<file path="src/eeg_pkg.sv">
package eeg_pkg;

    // default word width; operands use one bit less
    localparam int DATA_WIDTH_DEF = 32;

    // commands from the controller to the datapath
    typedef struct packed {
        logic load;      // take a new item into the remainder and coefficient registers
        logic div_init;  // start a quotient step: clear partial remainder and products
        logic div_step;  // one restoring-division bit with shift-add of q*s and q*t
        logic update;    // rotate the remainder and coefficient pairs
        logic publish;   // copy the finished result into the output register
    } t_dp_cmd;

    // status from the datapath to the controller
    typedef struct packed {
        logic rc_zero;   // current remainder is zero, loop is done
    } t_dp_stat;

endpackage

</file>
<file path="src/eeg_dp.sv">
module eeg_dp #(
    parameter int DATA_WIDTH = eeg_pkg::DATA_WIDTH_DEF
) (
    input  logic                         i_clk,
    input  logic [DATA_WIDTH-2:0]        i_operand_a,
    input  logic [DATA_WIDTH-2:0]        i_operand_b,
    input  eeg_pkg::t_dp_cmd             i_cmd,
    output eeg_pkg::t_dp_stat            o_stat,
    output logic [DATA_WIDTH-2:0]        o_gcd_value,
    output logic signed [DATA_WIDTH-1:0] o_coeff_s,
    output logic signed [DATA_WIDTH-1:0] o_coeff_t
);

    localparam int OW = DATA_WIDTH - 1;
    localparam int CW = DATA_WIDTH;

    // remainder pair and coefficient pairs
    logic [OW-1:0] r_rp, r_rc;
    logic [CW-1:0] r_sp, r_sc, r_tp, r_tc;
    // division state: partial remainder, dividend shift register, running products
    logic [OW-1:0] r_rem, r_dq;
    logic [CW-1:0] r_ps, r_pt;
    // output register
    logic [OW-1:0] r_og;
    logic [CW-1:0] r_os, r_ot;

    logic [OW:0]   n_shift;
    logic          n_ge;
    logic [OW:0]   n_diff;
    logic [CW-1:0] n_ps, n_pt;

    // one restoring-division bit; quotient bit feeds the horner products
    always_comb begin
        n_shift = {r_rem, r_dq[OW-1]};
        n_diff  = n_shift - {1'b0, r_rc};
        n_ge    = (n_shift >= {1'b0, r_rc});
        n_ps    = {r_ps[CW-2:0], 1'b0} + (n_ge ? r_sc : '0);
        n_pt    = {r_pt[CW-2:0], 1'b0} + (n_ge ? r_tc : '0);
    end

    // remainder and coefficient registers
    always_ff @(posedge i_clk) begin
        if (i_cmd.load) begin
            r_rp <= i_operand_a;
            r_rc <= i_operand_b;
            r_sp <= CW'(1);
            r_sc <= '0;
            r_tp <= '0;
            r_tc <= CW'(1);
        end else if (i_cmd.update) begin
            r_rp <= r_rc;
            r_rc <= r_rem;
            r_sp <= r_sc;
            r_sc <= r_sp - r_ps;
            r_tp <= r_tc;
            r_tc <= r_tp - r_pt;
        end
    end

    // division registers
    always_ff @(posedge i_clk) begin
        if (i_cmd.div_init) begin
            r_rem <= '0;
            r_dq  <= r_rp;
            r_ps  <= '0;
            r_pt  <= '0;
        end else if (i_cmd.div_step) begin
            if (n_ge) begin
                r_rem <= n_diff[OW-1:0];
            end else begin
                r_rem <= n_shift[OW-1:0];
            end
            r_dq <= {r_dq[OW-2:0], 1'b0};
            r_ps <= n_ps;
            r_pt <= n_pt;
        end
    end

    // output register
    always_ff @(posedge i_clk) begin
        if (i_cmd.publish) begin
            r_og <= r_rp;
            r_os <= r_sp;
            r_ot <= r_tp;
        end
    end

    assign o_stat.rc_zero = (r_rc == '0);
    assign o_gcd_value    = r_og;
    assign o_coeff_s      = r_os;
    assign o_coeff_t      = r_ot;

endmodule

</file>
<file path="src/eeg_ctrl.sv">
module eeg_ctrl #(
    parameter int DATA_WIDTH = eeg_pkg::DATA_WIDTH_DEF
) (
    input  logic              i_clk,
    input  logic              i_rst_n,
    input  logic              i_in_valid,
    output logic              o_in_ready,
    output logic              o_out_valid,
    input  logic              i_out_ready,
    output eeg_pkg::t_dp_cmd  o_cmd,
    input  eeg_pkg::t_dp_stat i_stat
);

    localparam int CNT_W = $clog2(DATA_WIDTH);

    typedef enum logic [2:0] {
        ST_IDLE,
        ST_CHECK,
        ST_DIV,
        ST_UPD,
        ST_FINISH
    } t_state;

    t_state             r_state, n_state;
    logic [CNT_W-1:0]   r_cnt;
    logic               r_in_ready;
    logic               r_out_valid;
    logic               n_last_bit;

    assign n_last_bit = (r_cnt == CNT_W'(DATA_WIDTH - 2));

    // command decode and next state
    always_comb begin
        o_cmd   = '0;
        n_state = r_state;
        case (r_state)
            ST_IDLE: begin
                if (i_in_valid && r_in_ready) begin
                    o_cmd.load = 1'b1;
                    n_state    = ST_CHECK;
                end
            end
            ST_CHECK: begin
                if (i_stat.rc_zero) begin
                    n_state = ST_FINISH;
                end else begin
                    o_cmd.div_init = 1'b1;
                    n_state        = ST_DIV;
                end
            end
            ST_DIV: begin
                o_cmd.div_step = 1'b1;
                if (n_last_bit) begin
                    n_state = ST_UPD;
                end
            end
            ST_UPD: begin
                o_cmd.update = 1'b1;
                n_state      = ST_CHECK;
            end
            ST_FINISH: begin
                if (!r_out_valid || i_out_ready) begin
                    o_cmd.publish = 1'b1;
                    n_state       = ST_IDLE;
                end
            end
            default: begin
                n_state = ST_IDLE;
            end
        endcase
    end

    // state, bit counter and handshake flags
    always_ff @(posedge i_clk) begin
        if (!i_rst_n) begin
            r_state     <= ST_IDLE;
            r_cnt       <= '0;
            r_in_ready  <= 1'b1;
            r_out_valid <= 1'b0;
        end else begin
            r_state <= n_state;
            if (o_cmd.div_init) begin
                r_cnt <= '0;
            end else if (o_cmd.div_step) begin
                r_cnt <= r_cnt + CNT_W'(1);
            end
            if (o_cmd.load) begin
                r_in_ready <= 1'b0;
            end else if (o_cmd.publish) begin
                r_in_ready <= 1'b1;
            end
            if (o_cmd.publish) begin
                r_out_valid <= 1'b1;
            end else if (i_out_ready) begin
                r_out_valid <= 1'b0;
            end
        end
    end

    assign o_in_ready  = r_in_ready;
    assign o_out_valid = r_out_valid;

endmodule

</file>
<file path="src/extended_euclid_gcd_top.sv">
// channel   dir  handshake                    tdata fields (lsb first)
// s_axis    in   s_axis_tvalid/s_axis_tready  operand_a, operand_b
// m_axis    out  m_axis_tvalid/m_axis_tready  gcd_value, coeff_s, coeff_t
//
// one item at a time; each quotient step is one check, one restoring-division bit
// per operand bit and one update, and each item adds a load, a final check and a
// publish; worst-case 31-bit operands take 45 quotient steps
// the divider is bit-serial and shared by all quotient steps
// synchronous active-low reset clears the controller only
// a result waits in the output register while the next item is accepted and computed
module extended_euclid_gcd_top #(
    parameter int DATA_WIDTH = eeg_pkg::DATA_WIDTH_DEF
) (
    input  logic                                  i_clk,
    input  logic                                  i_rst_n,
    input  logic                                  s_axis_tvalid,
    output logic                                  s_axis_tready,
    // operand_a, operand_b, zero pad
    input  logic [8*((2*DATA_WIDTH+5)/8)-1:0]     s_axis_tdata,
    output logic                                  m_axis_tvalid,
    input  logic                                  m_axis_tready,
    // gcd_value, coeff_s, coeff_t, zero pad
    output logic [8*((3*DATA_WIDTH+6)/8)-1:0]     m_axis_tdata
);

    localparam int OW     = DATA_WIDTH - 1;
    localparam int CW     = DATA_WIDTH;
    localparam int OUT_TW = 8 * ((OW + 2 * CW + 7) / 8);

    eeg_pkg::t_dp_cmd          w_cmd;
    eeg_pkg::t_dp_stat         w_stat;
    logic [OW-1:0]             w_gcd;
    logic signed [CW-1:0]      w_s;
    logic signed [CW-1:0]      w_t;

    // sequencer
    eeg_ctrl #(
        .DATA_WIDTH (DATA_WIDTH)
    ) u_ctrl (
        .i_clk       (i_clk),
        .i_rst_n     (i_rst_n),
        .i_in_valid  (s_axis_tvalid),
        .o_in_ready  (s_axis_tready),
        .o_out_valid (m_axis_tvalid),
        .i_out_ready (m_axis_tready),
        .o_cmd       (w_cmd),
        .i_stat      (w_stat)
    );

    // remainders, coefficients and divider
    eeg_dp #(
        .DATA_WIDTH (DATA_WIDTH)
    ) u_dp (
        .i_clk       (i_clk),
        .i_operand_a (s_axis_tdata[OW-1:0]),
        .i_operand_b (s_axis_tdata[2*OW-1:OW]),
        .i_cmd       (w_cmd),
        .o_stat      (w_stat),
        .o_gcd_value (w_gcd),
        .o_coeff_s   (w_s),
        .o_coeff_t   (w_t)
    );

    // pack result item
    assign m_axis_tdata = OUT_TW'({w_t, w_s, w_gcd});

endmodule
</file>
<file path="config.mk">
export PLATFORM = sky130hd
export DESIGN_NAME = extended_euclid_gcd_top
export DESIGN_NICKNAME = d
export VERILOG_FILES = /design/src/eeg_pkg.sv /design/src/eeg_dp.sv /design/src/eeg_ctrl.sv /design/src/extended_euclid_gcd_top.sv
export SDC_FILE = /design/constraint.sdc
export NUM_CORES = 1
export LEC_CHECK = 0
export ABC_AREA = 1
export ABC_CLOCK_PERIOD_IN_PS = 4940
export BUFFER_PORTS_ARGS = -buffer_cell sky130_fd_sc_hd__clkbuf_2
export CORE_MARGIN = 3
export CORE_UTILIZATION = 56
export DETAILED_ROUTE_END_ITERATION = 16
export PLACE_DENSITY_LB_ADDON = 0.1
export RECOVER_POWER = 25
export SETUP_SLACK_MARGIN = 0.02
export SLEW_MARGIN = 20
export SYNTH_ARGS = -nofsm -noshare
export SYNTH_HDL_FRONTEND = slang
export SYNTH_SLANG_ARGS = --single-unit
</file>
<file path="constraint.sdc">
create_clock -name i_clk -period 4.94 [get_ports i_clk]
set_input_delay 0.247 -clock i_clk [delete_from_list [all_inputs] [get_ports i_clk]]
set_output_delay 0.247 -clock i_clk [all_outputs]
set_load 0.03 [all_outputs]
</file>
==> reports/metrics.csv, run 1 <==
stage,metric,value,unit
clocking,CTS Buf Count,45,
route,per-cell routed wire length,18.0,um
route,Antenna Nets Post-Route,0,
clocking,post-cts hold buffer count,56,
global_route,number of global-route vias before repair,21800,
logic_synthesis,number of nets produced by synthesis,3401,
logic_synthesis,most common cell in the netlist,sky130_fd_sc_hd__nand2_1,
floorplanning,Die Wd,215,um
logic_synthesis,parity-gate share of the synthesized area counting xor and xnor cells,2.07,%
timing,Max Transition Viols Final,0,
logic_synthesis,Compound-Gate Fraction of Synth Area,18.6,%
clocking,"buffers from clock root to sink, at most",3,
logic_synthesis,most common flop cell mapped by yosys,sky130_fd_sc_hd__dfxtp_1,
floorplanning,placeable core area,43200,sq um
logic_synthesis,Mapped Cells,3173,
global_route,pin count of the biggest net entering global routing,122,
clocking,post-CTS resize count,0,
logic_synthesis,number of enable-type register cells in the synthesized netlist,188,
route,final routed wirelength across all metal layers,72.0,mm
logic_synthesis,largest family of logic cells by synthesized area,simple AND/OR/NAND/NOR gates,
setup_path,register-to-register path setup slack,480,ps
clocking,post-CTS setup-driven buffer insertion count,0,
logic_synthesis,leading post-synthesis cells by instance count,"613 x sky130_fd_sc_hd__nand2_1, 434 x sky130_fd_sc_hd__inv_1, 353 x sky130_fd_sc_hd__o21ai_0, 314 x sky130_fd_sc_hd__a21oi_1, 274 x sky130_fd_sc_hd__nor2_1",
clocking,root cell of the clock tree,sky130_fd_sc_hd__clkbuf_16,
timing,clock period minus final worst setup slack,4460,ps
floorplanning,IO Count,166,
run_status,status,"complete, no violations",
flow_run,number of max-cap violations,0,
timing,final setup TNS,0,ps
global_route,first-pass GRT wire length,114,mm
logic_synthesis,async set-reset flop share out of synthesis,0,%
layout,area growth from synthesis to final layout,13.6,%
place,count of buffers inserted at the top-level ports,162,
layout,final standard cell count with taps included and fillers excluded,3989,
setup_path,startpoint types,flip-flop,
timing,unrepaired setup endpoints after global routing,no,
global_route,initial antenna violation count,1,
floorplanning,area enclosed by the die boundary,46300,sq um
timing,hold violation count in the final report,0,
min_path,worst min path class,in2reg,
logic_synthesis,count of distinct cell types in the synthesized netlist,50,
setup_path,CP endpoint kind,flip-flop,
timing,tightest slew margin relative to the limit,29.8,%
clocking,"Clk pin slew, worst setup/hold paths",60,ps
route,First-pass DRT Iterations,6,
pwr,areal power density over the cells,661,nW/um^2
logic_synthesis,combined area of all synthesized cells,24500,sq um
timing,"crit path setup slack, layout",478,ps
clocking,H-tree Lvls,2,
layout,proportion of layout cells with a drive suffix above 1,6.94,%
floorplanning,std cell rows,76,
route,number of violations reported at the end of detailed-routing iteration 0,1723,
clocking,source-to-sink clock delay at the later pin of the worst-skew pair,600,ps
logic_synthesis,post-synthesis adder-cell area fraction,8.32,%
route,number of remaining DRC errors,0,
setup_path,maximum fanout count along the critical path,26,
place,last weighted congestion value of the routability-driven placer,0.948,
timing,post-route clock period utilization,90.3,%
global_route,total grt overflow,0,
timing,achievable frequency,0.224,GHz
setup_path,type of the worst setup path,reg2reg,
logic_synthesis,number of warnings printed during yosys synthesis,0,
logic_synthesis,sequential fraction of the synthesis area,42.1,%
logic_synthesis,Post-Synth Simple-Gate Area,19.1,%
route,Via density,5.61,
pwr,standby leakage power,12.5,nW
floorplanning,effective utilization at floorplan,56.8,%
timing,clock tree skew after final layout,10.6,ps
layout,number of nets in the finished design,3593,
floorplanning,vertical die dimension,215,um
timing,endpoints failing setup,0,
place,worst slack at placement,572,ps
logic_synthesis,library cell occupying the most area in the post-synthesis netlist,sky130_fd_sc_hd__edfxtp_1,
logic_synthesis,share of the synthesized area in the top cell type,23.0,%
logic_synthesis,mux contribution to synthesized area,1.38,%
setup_path,data arrival time at the worst-slack endpoint,4950,ps
place,Cell Count Post-Placement,3847,
setup_path,required time at the endpoint of the critical path,5430,ps
clocking,number of clock sinks seen by CTS,421,
timing,Least-Margin Pin Slew,1050,ps
place,HPWL after DPL,52.8,mm
logic_synthesis,post-synthesis register bit count,421,
pwr,maximum vdd drop,543,uV
logic_synthesis,Area contributors post-synth,"sky130_fd_sc_hd__edfxtp_1 23%, sky130_fd_sc_hd__dfxtp_1 19%, sky130_fd_sc_hd__nand2_1 9.4%, sky130_fd_sc_hd__ha_1 7.9%, sky130_fd_sc_hd__o21ai_0 7.2%",
clocking,clock tree from TritonCTS,done,
logic_synthesis,Post-Syn Area per Cell,7.72,sq um
route,number of vias after detailed routing,22400,
global_route,aggregate global-route resource usage,30.4,%
==> layout make-up <==
class / instances / area, sq um
antenna: 2 / 5.00
inverter: 438 / 1650
timing repair buffer: 237 / 1440
tap: 585 / 732
clock inverter: 26 / 324
clock buffer: 58 / 1220
sequential: 421 / 10300
fill: 3803 / 15300
multi-input combinational: 2222 / 12200
==> layout by cell type, fill, tap and decap left out, types with 22 or more instances in the layout <==
master and count:
sky130_fd_sc_hd__nand2_1 612, sky130_fd_sc_hd__inv_1 432, sky130_fd_sc_hd__o21ai_0 353, sky130_fd_sc_hd__a21oi_1 314, sky130_fd_sc_hd__nor2_1 272, sky130_fd_sc_hd__dfxtp_1 233
sky130_fd_sc_hd__edfxtp_1 188, sky130_fd_sc_hd__ha_1 155, sky130_fd_sc_hd__nand3_1 150, sky130_fd_sc_hd__clkbuf_1 88, sky130_fd_sc_hd__clkbuf_2 82, sky130_fd_sc_hd__dlygate4sd3_1 56
sky130_fd_sc_hd__clkbuf_16 45, sky130_fd_sc_hd__o211ai_1 39, sky130_fd_sc_hd__nor3_1 37, sky130_fd_sc_hd__xor2_1 36, sky130_fd_sc_hd__o21bai_1 31, sky130_fd_sc_hd__mux2_2 30
sky130_fd_sc_hd__a21o_1 22, sky130_fd_sc_hd__xnor2_1 22
==> state kept, by name (all words and copies together) (netlist names), 32 cells and up <==
signal	flops
u_dp.r_sp	32
u_dp.r_ps	32
u_dp.o_coeff_t	32
u_dp.r_tc	32
u_dp.o_coeff_s	32
u_dp.r_tp	32
u_dp.r_pt	32
u_dp.r_sc	32
==> through the flow <==
stage / total power [W] / util (%) / hold WS (ps) / instance area [sq um]
6_report: 0.0184 / 64.5 / 18.5 / 27800
5_1_grt: 0.0198 / 64.5 / 14.9 / 27800
4_1_cts: 0.0182 / 64.7 / 7.12 / 27900
3_5_place_dp: 0.0146 / 59.8 / 426 / 25800
3_3_place_gp: 0.0144 / 59.8 / 419 / 25800
2_1_floorplan: 0.0120 / - / 316 / 24500
==> worst max-delay path, stage by stage, from the launching register on <==
cell                       delay [ps]
sky130_fd_sc_hd__edfxtp_1         360
sky130_fd_sc_hd__inv_1            170
sky130_fd_sc_hd__ha_1             320
sky130_fd_sc_hd__a21oi_1          250
sky130_fd_sc_hd__nand2_1          150
sky130_fd_sc_hd__a21oi_1          210
sky130_fd_sc_hd__nand3_2          120
sky130_fd_sc_hd__nand2_2           90
sky130_fd_sc_hd__nand2_4           50
sky130_fd_sc_hd__inv_2            510
sky130_fd_sc_hd__buf_4            330
sky130_fd_sc_hd__nor2_1            70
sky130_fd_sc_hd__ha_1             330
sky130_fd_sc_hd__a21oi_1          190
sky130_fd_sc_hd__a21boi_0         250
sky130_fd_sc_hd__inv_1            110
sky130_fd_sc_hd__nand2_1           70
sky130_fd_sc_hd__nand2_1          140
sky130_fd_sc_hd__nand2_1          100
sky130_fd_sc_hd__nand2_1          130
sky130_fd_sc_hd__nand3_1          130
sky130_fd_sc_hd__nand3b_1         110
sky130_fd_sc_hd__nand3_1          110
sky130_fd_sc_hd__nand2_1           60
==> path summary, 6_finish.rpt <==
path	startpoint	end	cells past startpoint
setup / recovery	u_dp.r_rc[15]	u_dp.r_ps[22]	23
hold / removal	s_axis_tdata[18]	u_dp.r_rp[18]	3
setup reg to reg	u_dp.r_rc[15]	u_dp.r_ps[22]	23
hold reg to reg	u_dp.r_sp[0]	u_dp.o_coeff_s[0]	0
==> kinds of logic after synthesis <==
kind of cell / after synthesis
buffers and inverters: 530
AO/OA/AOI/OAI: 837
AND/OR/NAND/NOR: 1136
XOR/XNOR: 58
adder cells (fa/ha/maj): 160
other: 1
multiplexers: 30
flip-flops: 421
==> report_power, final <==
part           internal, W  total [W]  switching, W
logic              0.00315    0.00983       0.00668
registers          0.00457    0.00506      0.000483
clock network      0.00204    0.00352       0.00148
==> per-layer routing <==
layer  part of all wire (%)  GRT usage, %  vias to the layer above
met4                    4.5          13.4                        0
met3                    5.8          4.55                      182
met2                     47          51.1                      757
li1                       -             -                    11100
met5                      0             0                        -
met1                     43          39.0                    10400
(Power assumes the default switching activity.)
==> inputs of run 2 (changes only) <==
Settings changed: CELL_PAD_IN_SITES_DETAIL_PLACEMENT set to 1, CELL_PAD_IN_SITES_GLOBAL_PLACEMENT set to 1, CORE_UTILIZATION 56 to 41.
==> run 2 against run 1 <==
Net effect: global-route usage fell by 3.7 points; via count rose by 1.0%; first-iteration DRC count decreased by 33%; final cell count is 4.8% higher; largest cell class unchanged.
==> reports/metrics.csv, run 2 (synthesis gave the netlist of run 1 again) <==
stage,metric,value,unit,change
setup_path,crit path max-delay cell type,sky130_fd_sc_hd__edfxtp_1,,
pwr,maximum vdd drop,384,uV,-29%
place,Cell Count Post-Placement,4030,,+4.8%
setup_path,end of the worst register-to-register path,u_dp.r_pt[29],,
place,count of buffers inserted at the top-level ports,162,,unchanged
min_path,worst min path class,in2reg,,
setup_path,type of the worst setup path,reg2reg,,
floorplanning,std cell rows,88,,+16%
global_route,aggregate global-route resource usage,26.6,%,-3.7 points
route,final routed wirelength across all metal layers,85.1,mm,+18%
setup_path,critical path's top delay family,compound AO/OA/AOI/OAI gates,,
timing,Max Transition Viols Final,0,,unchanged
place,last weighted congestion value of the routability-driven placer,0.909,,-4.0%
timing,unrepaired setup endpoints after global routing,no,,
place,HPWL after DPL,63.8,mm,+21%
timing,Least-Margin Pin Slew,890,ps,-163 ps
route,First-pass DRT Iterations,5,,-1
setup_path,length in cells of the worst reg-to-reg path,23,,unchanged
layout,highest-count cells in the layout ignoring fill and taps,"612 x sky130_fd_sc_hd__nand2_1, 432 x sky130_fd_sc_hd__inv_1, 353 x sky130_fd_sc_hd__o21ai_0",,
timing,clock period minus final worst setup slack,4460,ps,-4.60 ps
clocking,number of clock sinks seen by CTS,421,,unchanged
layout,"most common cell after layout, fill and taps aside",sky130_fd_sc_hd__nand2_1,,
timing,endpoints failing setup,0,,unchanged
setup_path,"Buf+Inv Stages, Crit Path",3,,-1
floorplanning,placeable core area,58500,sq um,+35%
setup_path,CP endpoint kind,flip-flop,,
clocking,"Clk pin slew, worst setup/hold paths",70,ps,about the same
layout,area growth from synthesis to final layout,14.7,%,
clocking,source-to-sink clock delay at the later pin of the worst-skew pair,630,ps,+30 ps
global_route,initial antenna violation count,1,,unchanged
timing,final worst hold slack,29.5,ps,+11.0 ps
setup_path,worst stage delay on the critical path,370,ps,-140 ps
setup_path,critical-path cell list,"inv_1, ha_1, a21oi_1, nand2_1, nand2_1, nand3_1, a21oi_2, nand2_4, inv_2, buf_12, nor2_1, ha_1, nand2_1, o21ai_2, a21oi_1, o21ai_1, nand2_1, nand2_1, nand2_1, nand2_1, nand2_1, nand3_1, o21ai_0",,
route,number of violations reported at the end of detailed-routing iteration 0,1158,,-33%
layout,proportion of layout cells with a drive suffix above 1,6.94,%,about the same
layout,post-route design area,28100,sq um,+0.92%
layout,final standard cell count with taps included and fillers excluded,4182,,+4.8%
floorplanning,IO Count,166,,unchanged
timing,achievable frequency,0.224,GHz,+0.10%
timing,clock tree skew after final layout,32.3,ps,+21.7 ps
route,per-cell routed wire length,20.3,um,+13%
setup_path,Critical R2R Launch,u_dp.r_rc[19],,
route,number of vias after detailed routing,22600,,+1.0%
pwr,standby leakage power,12.5,nW,+0.14%
floorplanning,effective utilization at floorplan,41.9,%,-15 points
timing,final setup TNS,0,ps,unchanged
floorplanning,area enclosed by the die boundary,62800,sq um,+35%
clocking,clock tree from TritonCTS,done,,
setup_path,startpoint types,flip-flop,,
setup_path,Worst setup startpoint,u_dp.r_rc[19],,
layout,number of nets in the finished design,3604,,+0.31%
route,Antenna Nets Post-Route,0,,unchanged
min_path,worst hold path startpoint,s_axis_tdata[24],,
global_route,pin count of the biggest net entering global routing,75,,-39%
pwr,Total Power Consumption,0.0187,W,+1.5%
run_status,status,"complete, no violations",,
floorplanning,vertical die dimension,251,um,+16%
clocking,CTS Buf Count,48,,+6.7%
setup_path,total stage count of the critical path,23,,unchanged
pwr,areal power density over the cells,665,nW/um^2,+0.57%
floorplanning,Die Wd,251,um,+16%
clocking,H-tree Lvls,2,,unchanged
clocking,root cell of the clock tree,sky130_fd_sc_hd__clkbuf_16,,
route,Via density,5.41,,-3.6%
setup_path,"most used cell, CP",sky130_fd_sc_hd__nand2_1,,
timing,tightest slew margin relative to the limit,40.7,%,+11 points
route,number of remaining DRC errors,0,,unchanged
global_route,first-pass GRT wire length,132,mm,+16%
setup_path,required time at the endpoint of the critical path,5430,ps,about the same
setup_path,register-to-register path setup slack,480,ps,about the same
flow_run,number of max-cap violations,0,,unchanged
global_route,total grt overflow,0,,unchanged
timing,post-route clock period utilization,90.2,%,-0.093 points
timing,hold violation count in the final report,0,,unchanged
setup_path,capture point of the critical path,u_dp.r_pt[29],,
setup_path,maximum fanout count along the critical path,44,,+69%
clocking,"buffers from clock root to sink, at most",3,,unchanged
global_route,number of global-route vias before repair,23700,,+8.9%
setup_path,data arrival time at the worst-slack endpoint,4940,ps,about the same
place,cell area after placement,26100,sq um,+0.96%
## run 2: worst min-delay path by stage
stage	endpoint	cells past startpoint	slack (ps)
2_1_floorplan	u_ctrl.o_in_ready	1	320
3_3_place_gp	u_dp.o_gcd_value[8]	0	430
3_5_place_dp	u_dp.o_gcd_value[25]	0	430
4_1_cts	u_dp.r_rp[23]	3	10
5_1_grt	u_dp.r_rp[23]	3	30
6_report	u_dp.r_rp[24]	3	30
## run 2: cell type report
type	instances	area [sq um]
Tap cell	765	957
Sequential cell	421	10300
Antenna cell	1	2.50
Inverter	438	1650
Clock buffer	63	1300
Fill cell	7279	30400
Timing Repair Buffer	245	1510
Multi-Input combinational cell	2222	12200
Clock inverter	27	219
## run 2: what timing repair did
item,in CTS,in global routing
resized for setup,0,0
endpoints found under the hold margin,69,0
buffers inserted,0,0
hold buffers,61,0
## run 2: power by group
group          total (W)  internal [W]  switching (W)
logic             0.0101       0.00317        0.00694
clock network    0.00350       0.00192        0.00158
registers        0.00507       0.00457       0.000496
total             0.0187       0.00966        0.00902
## run 2: through the flow
stage | worst slack, ps | util (%)
2_1_floorplan | 1440 | -
3_3_place_gp | 598 | 44.6
3_5_place_dp | 465 | 44.6
4_1_cts | 447 | 48.2
5_1_grt | 36.9 | 48.1
6_report | 482 | 48.1
## run 2: per-layer routing
metal,routed length (um),global-route usage [%]
met1,36600,32.4
met2,42000,47.6
met3,3230,3.65
met4,3270,10.4
met5,0,0
## run 2: tightest hold or removal path: stages
cell and delay, ps:
sky130_fd_sc_hd__clkbuf_2 90, sky130_fd_sc_hd__nand2_1 50, sky130_fd_sc_hd__o21ai_0 120
==> inputs of run 3 (changes only) <==
Settings changed: SYNTH_HIERARCHICAL set to 1.
==> run 3 against run 2 <==
Net effect: fmax is 1.3% lower; routed wire length is 2.1% higher; non-clock buffer count grew 1; critical path type unchanged; sequential power is 7.1% lower.
==> reports/metrics.csv, run 3 <==
stage,metric,value,unit,change
global_route,number of global-route vias before repair,24100,,+1.3%
setup_path,type of the worst setup path,reg2reg,,
global_route,aggregate global-route resource usage,27.2,%,+0.61 points
setup_path,register-to-register path setup slack,420,ps,-60 ps
layout,"most common cell after layout, fill and taps aside",sky130_fd_sc_hd__nand2_1,,
route,number of remaining DRC errors,0,,unchanged
setup_path,CP endpoint kind,flip-flop,,
setup_path,data arrival time at the worst-slack endpoint,4990,ps,+50 ps
floorplanning,std cell rows,89,,+1.1%
logic_synthesis,Compound-Gate Fraction of Synth Area,16.8,%,-1.8 points
clocking,H-tree Lvls,2,,unchanged
timing,final worst hold slack,48.9,ps,+19.4 ps
logic_synthesis,Area contributors post-synth,"sky130_fd_sc_hd__edfxtp_1 23%, sky130_fd_sc_hd__dfxtp_1 19%, sky130_fd_sc_hd__nand2_1 12%, sky130_fd_sc_hd__ha_1 7.9%, sky130_fd_sc_hd__o21ai_0 6.6%",,
floorplanning,Die Wd,251,um,+0.18%
route,number of violations reported at the end of detailed-routing iteration 0,1232,,+6.4%
global_route,met3 track utilization from global routing,2.94,%,-0.72 points
route,First-pass DRT Iterations,7,,+2
setup_path,maximum fanout count along the critical path,32,,-27%
logic_synthesis,sequential fraction of the synthesis area,41.9,%,-0.15 points
logic_synthesis,post-synthesis register bit count,421,,unchanged
logic_synthesis,number of nets produced by synthesis,3453,,+1.5%
layout,area growth from synthesis to final layout,15.1,%,
layout,number of nets in the finished design,3664,,+1.7%
logic_synthesis,number of enable-type register cells in the synthesized netlist,188,,unchanged
clocking,source-to-sink clock delay at the later pin of the worst-skew pair,620,ps,about the same
route,final routed wirelength across all metal layers,86.9,mm,+2.1%
timing,endpoints failing setup,0,,unchanged
setup_path,capture point of the critical path,u_dp/r_ps[30],,
pwr,maximum vdd drop,351,uV,-8.4%
setup_path,end of the worst register-to-register path,u_dp/r_ps[30],,
pwr,areal power density over the cells,549,nW/um^2,-17%
pwr,standby leakage power,12.3,nW,-1.9%
timing,Least-Margin Pin Slew,1030,ps,+143 ps
timing,post-route clock period utilization,91.4,%,+1.2 points
timing,tightest slew margin relative to the limit,31.0,%,-9.7 points
logic_synthesis,share of the synthesized area in the top cell type,22.9,%,-0.084 points
route,per-cell routed wire length,20.4,um,+0.46%
logic_synthesis,mux contribution to synthesized area,0,%,-1.4 points
timing,final setup TNS,0,ps,unchanged
setup_path,critical path's top delay family,simple AND/OR/NAND/NOR gates,,
logic_synthesis,parity-gate share of the synthesized area counting xor and xnor cells,1.71,%,-0.36 points
timing,hold violation count in the final report,0,,unchanged
clocking,number of clock sinks seen by CTS,421,,unchanged
clocking,clock tree from TritonCTS,done,,
setup_path,"Buf+Inv Stages, Crit Path",5,,+2
flow_run,number of max-cap violations,0,,unchanged
logic_synthesis,largest family of logic cells by synthesized area,simple AND/OR/NAND/NOR gates,,
global_route,first-pass GRT wire length,136,mm,+2.6%
floorplanning,IO Count,166,,unchanged
timing,clock tree skew after final layout,24.4,ps,-7.94 ps
logic_synthesis,number of warnings printed during yosys synthesis,6,,+6
route,number of vias after detailed routing,22900,,+1.4%
setup_path,worst stage delay on the critical path,530,ps,+160 ps
global_route,global routing's busiest layer,met2,,
setup_path,crit path max-delay cell type,sky130_fd_sc_hd__buf_4,,
timing,clock period minus final worst setup slack,4520,ps,+58.7 ps
logic_synthesis,library cell occupying the most area in the post-synthesis netlist,sky130_fd_sc_hd__edfxtp_1,,
logic_synthesis,Post-Synth Simple-Gate Area,23.2,%,+4.1 points
min_path,worst min path class,in2reg,,
clocking,root cell of the clock tree,sky130_fd_sc_hd__clkbuf_16,,
setup_path,Critical R2R Launch,u_dp/r_rc[3],,
route,Antenna Nets Post-Route,0,,unchanged
global_route,initial antenna violation count,2,,+1
floorplanning,placeable core area,59200,sq um,+1.3%
setup_path,length in cells of the worst reg-to-reg path,24,,+4.3%
logic_synthesis,Mapped Cells,3225,,+1.6%
timing,"crit path setup slack, layout",424,ps,-58.7 ps
timing,unrepaired setup endpoints after global routing,no,,
layout,final standard cell count with taps included and fillers excluded,4251,,+1.6%
clocking,"buffers from clock root to sink, at most",3,,unchanged
global_route,total grt overflow,0,,unchanged
floorplanning,effective utilization at floorplan,41.5,%,-0.40 points
clocking,CTS Buf Count,49,,+2.1%
logic_synthesis,count of distinct cell types in the synthesized netlist,48,,-4.0%
logic_synthesis,most common flop cell mapped by yosys,sky130_fd_sc_hd__dfxtp_1,,
place,Cell Count Post-Placement,4100,,+1.7%
global_route,met2 Resource Use GR,47.4,%,-0.23 points
logic_synthesis,most common cell in the netlist,sky130_fd_sc_hd__nand2_1,,
place,HPWL after DPL,65.4,mm,+2.6%
floorplanning,vertical die dimension,251,um,+0.18%
logic_synthesis,combined area of all synthesized cells,24600,sq um,+0.37%
setup_path,total stage count of the critical path,24,,+4.3%
place,count of buffers inserted at the top-level ports,162,,unchanged
floorplanning,area enclosed by the die boundary,63000,sq um,+0.36%
route,Via density,5.40,,-0.23%
place,worst slack at placement,448,ps,-16.9 ps
logic_synthesis,post-synthesis adder-cell area fraction,8.29,%,-0.030 points
setup_path,Worst setup startpoint,u_dp/r_rc[3],,
global_route,met1 Use GR,35.3,%,+2.9 points
global_route,pin count of the biggest net entering global routing,85,,+13%
setup_path,startpoint types,flip-flop,,
setup_path,required time at the endpoint of the critical path,5410,ps,-20 ps
logic_synthesis,leading post-synthesis cells by instance count,"791 x sky130_fd_sc_hd__nand2_1, 403 x sky130_fd_sc_hd__inv_1, 326 x sky130_fd_sc_hd__o21ai_0, 288 x sky130_fd_sc_hd__a21oi_1, 237 x sky130_fd_sc_hd__nor2_1",,
logic_synthesis,async set-reset flop share out of synthesis,0,%,unchanged
layout,number of inserted filler cells in the final layout,7428,,+2.0%
clocking,"Clk pin slew, worst setup/hold paths",60,ps,about the same
setup_path,"most used cell, CP",sky130_fd_sc_hd__nand2_1,,
timing,Max Transition Viols Final,0,,unchanged
setup_path,critical-path cell list,"inv_1, ha_1, or2_1, nand3_1, nand2_1, nand2_1, nand3_2, nand2_2, nand2_4, inv_4, buf_4, nor2_1, ha_1, nand2_1, nor2_1, inv_1, o21bai_1, inv_1, nor2_1, nor2_1, nand2_1, nand2_1, nand3_1, o21ai_0",,
run_status,status,"complete, no violations",,
layout,highest-count cells in the layout ignoring fill and taps,"791 x sky130_fd_sc_hd__nand2_1, 397 x sky130_fd_sc_hd__inv_1, 326 x sky130_fd_sc_hd__o21ai_0",,
logic_synthesis,Post-Syn Area per Cell,7.63,sq um,-1.3%
place,last weighted congestion value of the routability-driven placer,0.925,,+1.7%
timing,achievable frequency,0.221,GHz,-1.3%
layout,proportion of layout cells with a drive suffix above 1,7.48,%,+0.54 points
[run 3: area by class of cell]
type / instances / area [sq um] / area share [%]
antenna: 1 / 2.50 / 0.00883
clock buffer: 73 / 1420 / 5.01
clock inverter: 19 / 208 / 0.733
inverter: 412 / 1550 / 5.49
multi-input combinational: 2306 / 12300 / 43.6
sequential: 421 / 10300 / 36.4
tap: 773 / 967 / 3.41
timing repair buffer: 246 / 1530 / 5.39
[run 3: kinds of logic (layout without fill, tap and decap cells)]
group / Yosys count / count (layout)
adders and majority gates: 160 / 160
buffers and inverters: 498 / 750
xor gates and xnor gates: 48 / 48
other: 1 / 2
and+or+nand+nor: 1325 / 1325
DFF: 421 / 421
AOI/OAI and AO/OA: 772 / 772
[run 3: metrics by stage]
stage          total power, W  utilization, %  cell area [sq um]
5_1_grt                0.0167            47.8              28300
2_1_floorplan         0.00981               -              24600
4_1_cts                0.0156            48.0              28400
3_5_place_dp           0.0118            44.3              26200
3_3_place_gp           0.0116            44.3              26200
6_report               0.0156            47.8              28300
[run 3: worst register-to-register path, stage by stage (launching register included)]
cell,delay [ps]
sky130_fd_sc_hd__edfxtp_1,390
sky130_fd_sc_hd__inv_1,190
sky130_fd_sc_hd__ha_1,320
sky130_fd_sc_hd__or2_1,260
sky130_fd_sc_hd__nand3_1,90
sky130_fd_sc_hd__nand2_1,120
sky130_fd_sc_hd__nand2_1,130
sky130_fd_sc_hd__nand3_2,90
sky130_fd_sc_hd__nand2_2,90
sky130_fd_sc_hd__nand2_4,50
sky130_fd_sc_hd__inv_4,490
sky130_fd_sc_hd__buf_4,540
sky130_fd_sc_hd__nor2_1,110
sky130_fd_sc_hd__ha_1,370
sky130_fd_sc_hd__nand2_1,150
sky130_fd_sc_hd__nor2_1,220
sky130_fd_sc_hd__inv_1,110
sky130_fd_sc_hd__o21bai_1,160
sky130_fd_sc_hd__inv_1,90
sky130_fd_sc_hd__nor2_1,100
sky130_fd_sc_hd__nor2_1,60
sky130_fd_sc_hd__nand2_1,60
sky130_fd_sc_hd__nand2_1,40
sky130_fd_sc_hd__nand3_1,60
sky130_fd_sc_hd__o21ai_0,80
[run 3: worst min-delay path by stage]
stage                           from              endpoint  slack (ps)  cells after the start
global route        s_axis_tdata[22]         u_dp/r_rp[22]          40                      3
CTS                  s_axis_tdata[8]          u_dp/r_rp[8]           8                      3
floorplan                    i_rst_n     u_ctrl/o_in_ready         330                      1
global placement        u_dp/r_rp[7]   u_dp/o_gcd_value[7]         440                      0
detailed placement     u_dp/r_rp[26]  u_dp/o_gcd_value[26]         440                      0
finish                 s_axis_tvalid     u_ctrl/o_in_ready          50                      4
[run 3: report_power, final]
part	switching, W	internal [W]
Combinational	0.00514	0.00206
Clock	0.00158	0.00207
Sequential	0.000338	0.00437
Total	0.00706	0.00850
[run 3: metal layers]
layer / wire [um] / part of all wire [%]
met1: 38900 / 45
met2: 41900 / 48
met3: 2840 / 3.3
met4: 3200 / 3.7
met5: 0 / 0
[run 3: repair_timing]
item                      in CTS  in global routing
resized for setup              0                  0
hold endpoints to repair      63                  1
buffers inserted               0                  0
hold buffers                  57                  1
